--- src/sv/prle_pkg.sv ---
// shared constants and types for the pixel row run-length encoder
package prle_pkg;

    localparam int VALUE_W            = 16;
    localparam int COUNT_W            = 13;
    localparam int KIND_W             = 2;
    localparam int THR_W              = 4;
    localparam int PIXEL_BITS_DEF     = 16;
    localparam int MAX_RUN_LENGTH_DEF = 4096;
    localparam int FIFO_DEPTH_DEF     = 4;

    typedef logic [KIND_W-1:0]  t_kind;
    typedef logic [VALUE_W-1:0] t_value;
    typedef logic [COUNT_W-1:0] t_count;
    typedef logic [THR_W-1:0]   t_thr;

    localparam t_kind KIND_LITERAL = 2'd0;
    localparam t_kind KIND_RUN     = 2'd1;
    localparam t_kind KIND_ROW_END = 2'd2;
    localparam t_kind KIND_UNUSED  = 2'd3;

    localparam t_thr THR_RESET = 4'd3;
    localparam t_thr THR_CAP   = 4'd8;

endpackage

--- src/sv/prle_if.sv ---
// pixel input and token output channels
interface prle_pix_if;
    import prle_pkg::*;

    logic   valid;
    logic   ready;
    t_value pixel_value;
    logic   row_end;

    modport source (output valid, output pixel_value, output row_end, input ready);
    modport sink   (input valid, input pixel_value, input row_end, output ready);
endinterface

interface prle_tok_if;
    import prle_pkg::*;

    logic   valid;
    logic   ready;
    t_kind  token_kind;
    t_value token_value;
    t_count run_count;
    logic   last_of_burst;

    modport source (output valid, output token_kind, output token_value, output run_count,
                    output last_of_burst, input ready);
    modport sink   (input valid, input token_kind, input token_value, input run_count,
                    input last_of_burst, output ready);
endinterface

--- src/sv/prle_front.sv ---
// front end: run tracking, threshold register and flush command build
module prle_front #(
    parameter int  PIXEL_BITS     = prle_pkg::PIXEL_BITS_DEF,
    parameter int  MAX_RUN_LENGTH = prle_pkg::MAX_RUN_LENGTH_DEF,
    parameter int  LEN_W          = 13,
    parameter type t_cmd          = logic
) (
    input  logic                 i_clk,
    input  logic                 i_rst_n,
    prle_pix_if.sink             i_pix,
    input  logic                 i_cfg_we,
    input  prle_pkg::t_thr       i_cfg_data,
    input  logic                 i_full,
    output logic                 o_push,
    output t_cmd                 o_cmd
);
    import prle_pkg::*;

    logic [PIXEL_BITS-1:0] r_cur_val, n_cur_val;
    logic [LEN_W-1:0]      r_cur_len, n_cur_len;
    t_thr                  r_thr;

    logic                  w_accept;
    logic [PIXEL_BITS-1:0] w_pix;
    logic [LEN_W-1:0]      w_thr;
    logic                  w_flush0;
    logic [LEN_W-1:0]      w_len_a;
    logic                  w_flush1;

    assign i_pix.ready = !i_full;
    assign w_accept    = i_pix.valid && !i_full;
    assign w_pix       = i_pix.pixel_value[PIXEL_BITS-1:0];
    assign w_thr       = (r_thr > THR_CAP) ? LEN_W'(THR_CAP) : LEN_W'(r_thr);

    always_comb begin
        w_flush0 = (r_cur_len != '0) && (w_pix != r_cur_val);
        w_len_a  = (w_flush0 || (r_cur_len == '0)) ? LEN_W'(1) : r_cur_len + LEN_W'(1);
        w_flush1 = (w_len_a == LEN_W'(MAX_RUN_LENGTH)) || i_pix.row_end;

        o_cmd.v0   = w_flush0;
        o_cmd.tok0 = r_cur_len > w_thr;
        o_cmd.val0 = r_cur_val;
        o_cmd.len0 = r_cur_len;
        o_cmd.v1   = w_flush1;
        o_cmd.tok1 = w_len_a > w_thr;
        o_cmd.val1 = w_pix;
        o_cmd.len1 = w_len_a;
        o_cmd.mark = i_pix.row_end;

        o_push    = w_accept && (w_flush0 || w_flush1);
        n_cur_val = w_accept ? w_pix : r_cur_val;
        n_cur_len = r_cur_len;
        if (w_accept) begin
            n_cur_len = w_flush1 ? '0 : w_len_a;
        end
    end

    always_ff @(posedge i_clk) begin
        if (!i_rst_n) begin
            r_cur_val <= '0;
            r_cur_len <= '0;
            r_thr     <= THR_RESET;
        end else begin
            r_cur_val <= n_cur_val;
            r_cur_len <= n_cur_len;
            if (i_cfg_we) begin
                r_thr <= i_cfg_data;
            end
        end
    end

endmodule

--- src/sv/prle_fifo.sv ---
// small command queue between front and back
module prle_fifo #(
    parameter int  DEPTH = prle_pkg::FIFO_DEPTH_DEF,
    parameter type t_cmd = logic
) (
    input  logic i_clk,
    input  logic i_rst_n,
    input  logic i_push,
    input  t_cmd i_data,
    input  logic i_pop,
    output logic o_full,
    output logic o_empty,
    output t_cmd o_data
);
    localparam int PTR_W = (DEPTH > 1) ? $clog2(DEPTH) : 1;
    localparam int CNT_W = $clog2(DEPTH + 1);

    t_cmd             r_mem [DEPTH];
    logic [PTR_W-1:0] r_wptr, r_rptr;
    logic [CNT_W-1:0] r_count;
    logic             w_push, w_pop;

    assign o_full  = r_count == CNT_W'(DEPTH);
    assign o_empty = r_count == '0;
    assign o_data  = r_mem[r_rptr];
    assign w_push  = i_push && !o_full;
    assign w_pop   = i_pop && !o_empty;

    always_ff @(posedge i_clk) begin
        if (w_push) begin
            r_mem[r_wptr] <= i_data;
        end
    end

    always_ff @(posedge i_clk) begin
        if (!i_rst_n) begin
            r_wptr  <= '0;
            r_rptr  <= '0;
            r_count <= '0;
        end else begin
            if (w_push) begin
                r_wptr <= (r_wptr == PTR_W'(DEPTH - 1)) ? '0 : r_wptr + PTR_W'(1);
            end
            if (w_pop) begin
                r_rptr <= (r_rptr == PTR_W'(DEPTH - 1)) ? '0 : r_rptr + PTR_W'(1);
            end
            r_count <= r_count + CNT_W'(w_push) - CNT_W'(w_pop);
        end
    end

endmodule

--- src/sv/prle_back.sv ---
// back end: expands commands into token beats behind an output register
module prle_back #(
    parameter int  PIXEL_BITS = prle_pkg::PIXEL_BITS_DEF,
    parameter int  LEN_W      = 13,
    parameter type t_cmd      = logic
) (
    input  logic       i_clk,
    input  logic       i_rst_n,
    input  logic       i_empty,
    input  t_cmd       i_cmd,
    output logic       o_pop,
    prle_tok_if.source o_tok
);
    import prle_pkg::*;

    localparam logic [1:0] PH_RUN0 = 2'd0;
    localparam logic [1:0] PH_RUN1 = 2'd1;
    localparam logic [1:0] PH_MARK = 2'd2;

    logic [1:0]      r_phase, n_phase;
    logic [THR_W-1:0] r_done, n_done;
    logic            r_valid;
    t_kind           r_kind;
    t_value          r_value;
    t_count          r_count;
    logic            r_last;

    logic                  w_load, w_fire;
    logic [1:0]            w_seg;
    logic                  w_tok;
    logic [PIXEL_BITS-1:0] w_val;
    logic [LEN_W-1:0]      w_len;
    logic                  w_seg_done, w_later, w_last;
    t_kind                 w_kind;

    assign w_load = !r_valid || o_tok.ready;
    assign w_fire = w_load && !i_empty;

    always_comb begin
        if (r_phase == PH_RUN0 && i_cmd.v0) begin
            w_seg = PH_RUN0;
        end else if (r_phase != PH_MARK && i_cmd.v1) begin
            w_seg = PH_RUN1;
        end else begin
            w_seg = PH_MARK;
        end

        w_tok   = 1'b0;
        w_val   = i_cmd.val0;
        w_len   = i_cmd.len0;
        w_later = 1'b0;
        unique case (w_seg)
            PH_RUN0: begin
                w_tok   = i_cmd.tok0;
                w_later = i_cmd.v1 || i_cmd.mark;
            end
            PH_RUN1: begin
                w_tok   = i_cmd.tok1;
                w_val   = i_cmd.val1;
                w_len   = i_cmd.len1;
                w_later = i_cmd.mark;
            end
            default: begin
                w_later = 1'b0;
            end
        endcase

        w_seg_done = (w_seg == PH_MARK) || w_tok
                     || (LEN_W'(r_done) + LEN_W'(1) == w_len);
        w_last     = w_seg_done && !w_later;
        o_pop      = w_fire && w_last;

        if (w_seg == PH_MARK) begin
            w_kind = KIND_ROW_END;
        end else if (w_tok) begin
            w_kind = KIND_RUN;
        end else begin
            w_kind = KIND_LITERAL;
        end

        n_phase = r_phase;
        n_done  = r_done;
        if (w_fire) begin
            if (w_last) begin
                n_phase = PH_RUN0;
                n_done  = '0;
            end else if (w_seg_done) begin
                n_phase = (w_seg == PH_RUN0) ? PH_RUN1 : PH_MARK;
                n_done  = '0;
            end else begin
                n_done = r_done + THR_W'(1);
            end
        end
    end

    always_ff @(posedge i_clk) begin
        if (!i_rst_n) begin
            r_phase <= PH_RUN0;
            r_done  <= '0;
            r_valid <= 1'b0;
        end else begin
            r_phase <= n_phase;
            r_done  <= n_done;
            if (w_load) begin
                r_valid <= !i_empty;
            end
        end
    end

    always_ff @(posedge i_clk) begin
        if (w_fire) begin
            r_kind  <= w_kind;
            r_value <= (w_seg == PH_MARK) ? '0 : VALUE_W'(w_val);
            r_count <= (w_seg == PH_MARK) ? '0 : (w_tok ? COUNT_W'(w_len) : COUNT_W'(1));
            r_last  <= w_last;
        end
    end

    assign o_tok.valid         = r_valid;
    assign o_tok.token_kind    = r_kind;
    assign o_tok.token_value   = r_value;
    assign o_tok.run_count     = r_count;
    assign o_tok.last_of_burst = r_last;

endmodule

--- src/sv/pixel_row_run_length_encoder.sv ---
// pixel row run-length encoder top level
//
//  port      dir  beat contents                                      handshake
//  i_pix     in   pixel_value[15:0], row_end                         valid/ready
//  o_tok     out  token_kind[1:0], token_value[15:0], run_count[12:0],
//                 last_of_burst                                       valid/ready
//  i_cfg_*   in   min_run_threshold[3:0]                             write enable
//
//  a pixel is accepted every cycle while the command queue has room; the
//  front resolves it in the cycle it is taken and queues at most one command
//  the back emits one token beat per cycle from the queue head while o_tok
//  is not stalled, up to ten per command, through a single output register;
//  a pixel's first beat passes through the command queue, then that register
//  either side stalls alone; a full queue holds i_pix.ready low
//  reset is synchronous: run state, queue, output valid and threshold (3)
module pixel_row_run_length_encoder #(
    parameter int PIXEL_BITS     = prle_pkg::PIXEL_BITS_DEF,
    parameter int MAX_RUN_LENGTH = prle_pkg::MAX_RUN_LENGTH_DEF,
    parameter int FIFO_DEPTH     = prle_pkg::FIFO_DEPTH_DEF
) (
    input  logic           i_clk,
    input  logic           i_rst_n,
    prle_pix_if.sink       i_pix,
    prle_tok_if.source     o_tok,
    input  logic           i_cfg_we,
    input  prle_pkg::t_thr i_cfg_data
);
    import prle_pkg::*;

    localparam int LEN_W = $clog2(MAX_RUN_LENGTH + 1);

    typedef struct packed {
        logic                  v0;
        logic                  tok0;
        logic [PIXEL_BITS-1:0] val0;
        logic [LEN_W-1:0]      len0;
        logic                  v1;
        logic                  tok1;
        logic [PIXEL_BITS-1:0] val1;
        logic [LEN_W-1:0]      len1;
        logic                  mark;
    } t_cmd;

    logic w_push, w_pop, w_full, w_empty;
    t_cmd w_cmd_in, w_cmd_out;

    prle_front #(
        .PIXEL_BITS     (PIXEL_BITS),
        .MAX_RUN_LENGTH (MAX_RUN_LENGTH),
        .LEN_W          (LEN_W),
        .t_cmd          (t_cmd)
    ) u_front (
        .i_clk      (i_clk),
        .i_rst_n    (i_rst_n),
        .i_pix      (i_pix),
        .i_cfg_we   (i_cfg_we),
        .i_cfg_data (i_cfg_data),
        .i_full     (w_full),
        .o_push     (w_push),
        .o_cmd      (w_cmd_in)
    );

    prle_fifo #(
        .DEPTH (FIFO_DEPTH),
        .t_cmd (t_cmd)
    ) u_fifo (
        .i_clk   (i_clk),
        .i_rst_n (i_rst_n),
        .i_push  (w_push),
        .i_data  (w_cmd_in),
        .i_pop   (w_pop),
        .o_full  (w_full),
        .o_empty (w_empty),
        .o_data  (w_cmd_out)
    );

    prle_back #(
        .PIXEL_BITS (PIXEL_BITS),
        .LEN_W      (LEN_W),
        .t_cmd      (t_cmd)
    ) u_back (
        .i_clk   (i_clk),
        .i_rst_n (i_rst_n),
        .i_empty (w_empty),
        .i_cmd   (w_cmd_out),
        .o_pop   (w_pop),
        .o_tok   (o_tok)
    );

    a_no_overflow: assert property (@(posedge i_clk) disable iff (!i_rst_n)
        w_push |-> !w_full)
        else $error("command queue overflow");

    a_no_pop_empty: assert property (@(posedge i_clk) disable iff (!i_rst_n)
        w_pop |-> !w_empty)
        else $error("command queue underflow");

    a_row_end_last: assert property (@(posedge i_clk) disable iff (!i_rst_n)
        (o_tok.valid && o_tok.token_kind == KIND_ROW_END) |-> o_tok.last_of_burst)
        else $error("row end marker not last of burst");

    a_literal_count: assert property (@(posedge i_clk) disable iff (!i_rst_n)
        (o_tok.valid && o_tok.token_kind == KIND_LITERAL) |-> o_tok.run_count == COUNT_W'(1))
        else $error("literal with count other than one");

    a_kind_used: assert property (@(posedge i_clk) disable iff (!i_rst_n)
        o_tok.valid |-> o_tok.token_kind != KIND_UNUSED)
        else $error("unused token kind");

endmodule

--- src/flat_wrapper.sv ---
// flat-port wrapper written by rule: the top's interface ports become plain ports
module pixel_row_run_length_encoder_flat import prle_pkg::*;
#(
    parameter int PIXEL_BITS     = prle_pkg::PIXEL_BITS_DEF,
    parameter int MAX_RUN_LENGTH = prle_pkg::MAX_RUN_LENGTH_DEF,
    parameter int FIFO_DEPTH     = prle_pkg::FIFO_DEPTH_DEF
)
  (i_clk, i_rst_n, i_cfg_we, i_cfg_data, i_pix_valid, i_pix_pixel_value, i_pix_row_end, i_pix_ready, o_tok_valid, o_tok_token_kind, o_tok_token_value, o_tok_run_count, o_tok_last_of_burst, o_tok_ready);
  prle_pix_if i_pix_i ();
  prle_tok_if o_tok_i ();
  input  logic i_clk;
  input  logic i_rst_n;
  input  logic i_cfg_we;
  input  prle_pkg::t_thr i_cfg_data;
  input wire logic [$bits(i_pix_i.valid)-1:0] i_pix_valid;
  input wire logic [$bits(i_pix_i.pixel_value)-1:0] i_pix_pixel_value;
  input wire logic [$bits(i_pix_i.row_end)-1:0] i_pix_row_end;
  output wire logic [$bits(i_pix_i.ready)-1:0] i_pix_ready;
  output wire logic [$bits(o_tok_i.valid)-1:0] o_tok_valid;
  output wire logic [$bits(o_tok_i.token_kind)-1:0] o_tok_token_kind;
  output wire logic [$bits(o_tok_i.token_value)-1:0] o_tok_token_value;
  output wire logic [$bits(o_tok_i.run_count)-1:0] o_tok_run_count;
  output wire logic [$bits(o_tok_i.last_of_burst)-1:0] o_tok_last_of_burst;
  input wire logic [$bits(o_tok_i.ready)-1:0] o_tok_ready;
  assign i_pix_i.valid = i_pix_valid;
  assign i_pix_i.pixel_value = i_pix_pixel_value;
  assign i_pix_i.row_end = i_pix_row_end;
  assign i_pix_ready = i_pix_i.ready;
  assign o_tok_valid = o_tok_i.valid;
  assign o_tok_token_kind = o_tok_i.token_kind;
  assign o_tok_token_value = o_tok_i.token_value;
  assign o_tok_run_count = o_tok_i.run_count;
  assign o_tok_last_of_burst = o_tok_i.last_of_burst;
  assign o_tok_i.ready = o_tok_ready;
  pixel_row_run_length_encoder #(.PIXEL_BITS(PIXEL_BITS), .MAX_RUN_LENGTH(MAX_RUN_LENGTH), .FIFO_DEPTH(FIFO_DEPTH)) u_core (.i_clk(i_clk), .i_rst_n(i_rst_n), .i_pix(i_pix_i), .o_tok(o_tok_i), .i_cfg_we(i_cfg_we), .i_cfg_data(i_cfg_data));
endmodule
--- config.mk ---
export PLATFORM = sky130hd
export DESIGN_NAME = pixel_row_run_length_encoder_flat
export DESIGN_NICKNAME = d
export VERILOG_FILES = /design/src/sv/prle_pkg.sv /design/src/sv/prle_if.sv /design/src/sv/prle_front.sv /design/src/sv/prle_fifo.sv /design/src/sv/prle_back.sv /design/src/sv/pixel_row_run_length_encoder.sv /design/src/flat_wrapper.sv
export SDC_FILE = /design/constraint.sdc
export NUM_CORES = 1
export LEC_CHECK = 0
export ABC_AREA = 1
export BUFFER_PORTS_ARGS = -buffer_cell sky130_fd_sc_hd__buf_2
export CAP_MARGIN = 25
export CORE_MARGIN = 2
export CORE_UTILIZATION = 45
export CTS_BUF_LIST = sky130_fd_sc_hd__clkbuf_8
export DETAILED_ROUTE_END_ITERATION = 16
export PLACE_DENSITY = 0.63
export SKIP_CTS_REPAIR_TIMING = 1
export SLEW_MARGIN = 40
export SYNTH_ARGS = -nofsm -noshare
export SYNTH_HDL_FRONTEND = slang
export SYNTH_SLANG_ARGS = --single-unit
--- constraint.sdc ---
create_clock -name i_clk -period 5.7 [get_ports i_clk]
set_clock_uncertainty 0.1 [all_clocks]
set_input_delay 0.285 -clock i_clk [delete_from_list [all_inputs] [get_ports i_clk]]
set_output_delay 0.285 -clock i_clk [all_outputs]
set_load 0.01 [all_outputs]
# Word-level counts from Yosys, hierarchy flattened
# Memory sizes are Yosys's and may differ from the RTL's. A register that Yosys moved wholly into a read port is not among the register bits.
# Index checks and enable logic that the tools add are counted.
[totals] reg_bits=79 latchBits=0 mem_bits_rw=252 mem_bits_ro=0 inputBits=26 out_inout_bits=34 word_cells=86 n_memories=1
[classes] addsub=7 mul=0 div_mod_pow=0 order_cmp=3 n_eq_ne=9 shifts=0 muxes=22 bitwise=1 n_reduce_logical=29
[memory_table] memory="u_core.u_fifo.r_mem" words=4 width=63 rd=1 rd_ports_with_merged_regs=1 write_ports=1 line_no="prle_fifo.sv:18" text="t_cmd r_mem [DEPTH];"
[op_table] cell="two-way mux 13 bit" n=3
[op_table] cell="> comparator 13 x 4 -> 1 bit" n=2
[op_table] cell="two-way mux 2 bit" n=9
[op_table] cell="two-way mux 16 bit" n=1
[op_table] cell="!= test 16 bit" n=1
[op_table] cell="adder 13 x 1 -> 13 bit (second input constant)" n=1
[op_table] cell="== test 13 bit (second input constant)" n=1
[op_table] cell="== test 5 x 13 -> 1 bit" n=1
[op_table] cell="logical NOT 13 bit" n=1
[op_table] cell="nonzero test 13 bit" n=1
[op_table] cell="two-way mux 4 bit" n=3
[op_table] cell="logical AND 1 bit" n=10
[op_table] cell="logical OR 1 bit" n=7
[op_table] cell="== test 2 bit (second input constant)" n=3
[op_table] cell="adder 4 x 1 -> 5 bit (second input constant)" n=1
[op_table] cell="adder 2 x 1 -> 2 bit (second input constant)" n=2
[op_table] cell="adder 4 x 1 -> 4 bit (second input constant)" n=1
[op_table] cell="> comparator 4 bit (second input constant)" n=1
[op_table] cell="logical NOT 1 bit" n=4
[op_table] cell="logical NOT 2 bit" n=2
[op_table] cell="two-way mux 1 bit" n=4
[op_table] cell="case mux 1 bit (2 select lines)" n=2
[op_table] cell="adder 3 x 1 -> 3 bit" n=1
[op_table] cell="== test 3 bit (second input constant)" n=1
[op_table] cell="8 further kinds" n=8

# Depth between registers and ports, before layout
[depth] word_depth=13 mapped_depth=24 ltp_nobuf=22

# Cells and area by module
# From an unflattened synthesis, not the netlist that was laid out.
[unflattened] hier_cells=1326 area_unflattened_um2=14876.8
[modules_own_cells] mod="prle_fifo" instances=1 cells_each=678 area_per_inst_um2=10189.8 seq_area_each_um2=7747.4
[modules_own_cells] mod="prle_front" instances=1 cells_each=436 area_per_inst_um2=2677.6 seq_area_each_um2=660.6
[modules_own_cells] mod="prle_back" instances=1 cells_each=212 area_per_inst_um2=2009.4 seq_area_each_um2=1101.1

# Worst setup path before layout
# No wires, ideal clock.
[synth_path] path_kind="register to register" start="register u_core.u_front.r_cur_len[1]" end="memory u_core.u_fifo.r_mem[0][0] in the netlist's numbering, enable pin" setup_time_ns=0.484 arrival_ns=4.568 required_ns=5.116 slack_ns=0.548 stages_incl_launch_ff=14 path_buffers=0 period_less_slack_ns=5.152 cell_sequence="dfxtp_1 ha_1 nand2_1 nor2_1 nand2_1 inv_1 nand3_1 xor2_1 or2_1 nor2_1 nand2_2 nand3_2 nand2_1 nor2_1"
[synth_between] elab_chain_cells=11 word_cells_on_any_way=13 cone_classes="add/sub (1); eq/ne (1); mux (3); reduce/logical (8)"
[synth_rtl] item="start, declared" line_no="prle_front.sv:20" text="logic [LEN_W-1:0] r_cur_len, n_cur_len;"
[synth_rtl] item="start signal, assigned" line_no="prle_front.sv:65" text="r_cur_len <= n_cur_len;"
[synth_rtl] item="parallel branches: the longest is 6 deep, another holds adder 13 x 1 -> 13 bit"
[synth_rtl] item="logical OR 1 bit *" line_no="prle_front.sv:50" text="o_push = w_accept && (w_flush0 || w_flush1);"
[synth_rtl] item="logical AND 1 bit *" line_no="prle_front.sv:50"
[synth_rtl] item="logical AND 1 bit *" line_no="prle_fifo.sv:26" text="assign w_push = i_push && !o_full;"
[synth_rtl] item="two-way mux 1 bit *" line_no="prle_fifo.sv:30" text="if (w_push) begin"
[synth_rtl] item="two-way mux 1 bit (implied by the code) *" line_no="prle_fifo.sv:31" text="r_mem[r_wptr] <= i_data;"
[synth_rtl] item="end, declared" line_no="prle_fifo.sv:18"
# Every way passes the cells marked *.

==> metrics <==
via count 9873; Slew HR 0.4207; post-synthesis instance area 14240 µm²; outcome finished clean; drt initial violations 921; vias per inst 5.268; H-tree depth 2; ranking of synthesized cells by area edfxtp_1 (60%), dfxtp_1 (6.9%), nand2_1 (6.0%), nor2_1 (5.2%), o21ai_0 (4.7%); Yosys cell types 40; most frequent CP cell nand2_1; period utilization 0.7963; largest net degree at the start of global routing 68; area share of the leading cell type in the synthesized netlist 0.5987; first-pass GRT wire length 51060 µm; fmax 0.2203 GHz; worst path cell trace buf_4 > nand2_1 > nand3_1 > nand2_1 > nor2_4 > nand2_4 > inv_2 > nand2_1 > nand2_1 > nor2_1 > nand2_1 > nor2_1 > nand2_2 > nand2_4 > nand3_2 > inv_1 > ha_1 > inv_1 > ha_1 > fa_1 > o21ai_0 > a21oi_1; Vert. Die Dim 181.9 µm; number of synthesized flops with an enable pin 284; deepest clock path buffer count 3; crit path max fanout 61; dominant cell type by area after synthesis edfxtp_1; Overall Global Routing Usage 0.1978; max_cap viols 0; CTS Sinks 333; CP max stage delay 0.49 ns; Post-Syn Nets 1383; CTS tree done; Area after DPL 14950 µm²; Pleak 6.350 nW; Antenna Nets Post-Route 0; detailed placer's ending HPWL 19550 µm; Worst-Skew Late Latency 0.58 ns; Setup-failing EPs final 0; nets 1476; Clock Tree Root clkbuf_8; # IOs 60; share of cells above drive strength 1 0.1128; width of the die 181.9 µm; RSZ-0062 raised after global routing false; post-synthesis average cell area 10.65 µm²; grt ovf 0; Slew Limit Fails 0; Wirelength per Cell 17.49 µm; Initial DRT Pass Iterations 5; Synth async-reset ratio 0; Tot Pwr 7.311 mW; TritonCTS buffer count 53; Layout Utilization 0.5172; hold crit path type input pin to register; Setup crit end kind register; Initial Util 0.4538; peak supply drop 0.3008 mV; Synth Flop Type edfxtp_1; crit path kind register to register; area of the core 31390 µm²; placed cell count 1749; initial antenna violation count 0; Final Hold Fails 0; Startpoint Class register; vias in the first global route 9123; Die Area 33090 µm²; flops & latches, synth 333; slowest CP cell buf_4; Synth warnings 0; Buffers on Ports 59; FP Rows 65; Syn-to-layout area delta 13.97%; placer congestion estimate 0.8225; cells after synthesis 1338; drc violations 0; TNS Setup 0 ns; design area 16240 µm²; Tightest Pin Transition 0.8623 ns; min cycle time layout 4.539 ns; n_diodes 0; Crit path arrival time 4.89 ns; sequential area share after synthesis 0.6675; Worst-path clk slew 0.06 ns; Power Density 450.3 nW/µm²; CP Data Required Time 6.05 ns; Non-Filler Instances 1874; final wirelength 32770 µm
==> layer usage <==
| layer | part of all wire | track usage | up-vias | wire length [µm] |
|---|---|---|---|---|
| met1 | 0.47 | 0.2945 | 4705 | 15400 |
| met4 | 0.014 | 0.05290 | 0 | 452 |
| li1 | - | - | 4820 | - |
| met3 | 0.066 | 0.03049 | 36 | 2172 |
| met2 | 0.45 | 0.3044 | 312 | 14750 |
| met5 | 0 | 0 | - | 0 |
==> worst max-delay path, delay by kind of cell (launching register included) <==
family	cells	cell delay [ns]
AOI/OAI and AO/OA	2	0.22
buffers and inverters	4	1.00
and+or+nand+nor	13	1.87
adders and majority gates	3	0.87
DFF	1	0.35
==> logic make-up (layout without fill, tap and decap cells) <==
group,after synthesis,count (layout),share of synthesized area
compound gates,258,258,0.09873
xor+xnor,16,16,0.009838
fa+ha+maj,19,19,0.01722
buf+inv,180,314,0.05121
flops,333,333,0.6675
simple gates,532,532,0.1555
==> final timing paths <==
check                           cells past startpoint  slack, ns                                 start                                    to
worst max-delay path                               22       1.16                              register   u_core.u_fifo.r_count[2]$_SDFF_PN0_
worst min-delay path                                3       0.15                               i_rst_n   u_core.u_fifo.r_count[0]$_SDFF_PN0_
worst max register to register                     22       1.16                              register   u_core.u_fifo.r_count[2]$_SDFF_PN0_
worst min register to register                      2       0.40  u_core.u_back.r_done[1]$_SDFFE_PN0P_  u_core.u_back.r_done[1]$_SDFFE_PN0P_
==> cell usage after synthesis (all sizes together) (17+ instances only) <==
cell type	n
a21oi	60
nand3	63
dfxtp	49
clkbuf	36
nor2	199
edfxtp	284
inv	116
o21ai	137
ha	18
o22ai	36
nand4	17
nand2	235
buf	25
==> layout by cell type, fill, tap and decap left out, types with 5 or more instances in the layout <==
| cell type | Yosys | routed |
|---|---|---|
| nor2_4 | 1 | 5 |
| o22ai_1 | 36 | 36 |
| nand3_1 | 59 | 59 |
| nor3_1 | 11 | 11 |
| ha_1 | 18 | 18 |
| xnor2_1 | 8 | 8 |
| clkinv_1 | 3 | 9 |
| dlygate4sd3_1 | 0 | 29 |
| a21oi_1 | 60 | 60 |
| dfxtp_1 | 49 | 47 |
| xor2_1 | 8 | 8 |
| buf_4 | 2 | 7 |
| buf_2 | 17 | 59 |
| nand4_1 | 17 | 17 |
| a22o_1 | 6 | 6 |
| inv_1 | 111 | 130 |
| o21ai_0 | 134 | 134 |
| a31oi_1 | 9 | 8 |
| nand2_1 | 229 | 229 |
| edfxtp_1 | 284 | 284 |
| nor2_1 | 197 | 193 |
| clkinv_2 | 0 | 9 |
| clkbuf_8 | 0 | 55 |
| o211ai_1 | 5 | 5 |
==> flip-flops by register name, indices dropped and copies added, names as in the netlist, named ones only <==
name                               flops
u_core.u_back.o_tok.valid              1
u_core.u_back.o_tok.last_of_burst      1
u_core.u_back.r_phase                  2
u_core.u_back.o_tok.token_kind         2
u_core.u_fifo.r_rptr                   2
u_core.u_fifo.r_mem                  252
u_core.u_fifo.r_count                  3
u_core.u_front.r_cur_len              13
u_core.u_back.o_tok.run_count         13
u_core.u_front.r_cur_val              16
u_core.u_fifo.r_wptr                   2
u_core.u_front.r_thr                   4
u_core.u_back.o_tok.token_value       16
u_core.u_back.r_done                   4
==> layout make-up <==
type	count	area, µm²
flip-flops and latches	333	9514
clock buffers	55	757.0
repair buffers	99	718.2
inverters	119	449.2
fillers	2843	15160
clock inverters	41	242.7
multi-input cells	825	4051
well taps	402	503.0
==> through the flow <==
step                worst slack, ns  hold WS, ns
floorplan                    0.5481       0.2839
global placement              1.293       0.3688
detailed placement            1.185       0.3749
CTS                           1.176      -0.1907
global route                 0.7580       0.1436
finish                        1.161       0.1519
==> report_power, final <==
| part | internal (mW) | switching, mW |
|---|---|---|
| sequential | 3.05 | 0.116 |
| clock | 0.993 | 0.916 |
| combinational | 0.650 | 1.58 |
Power figures use the tool's default switching activity.
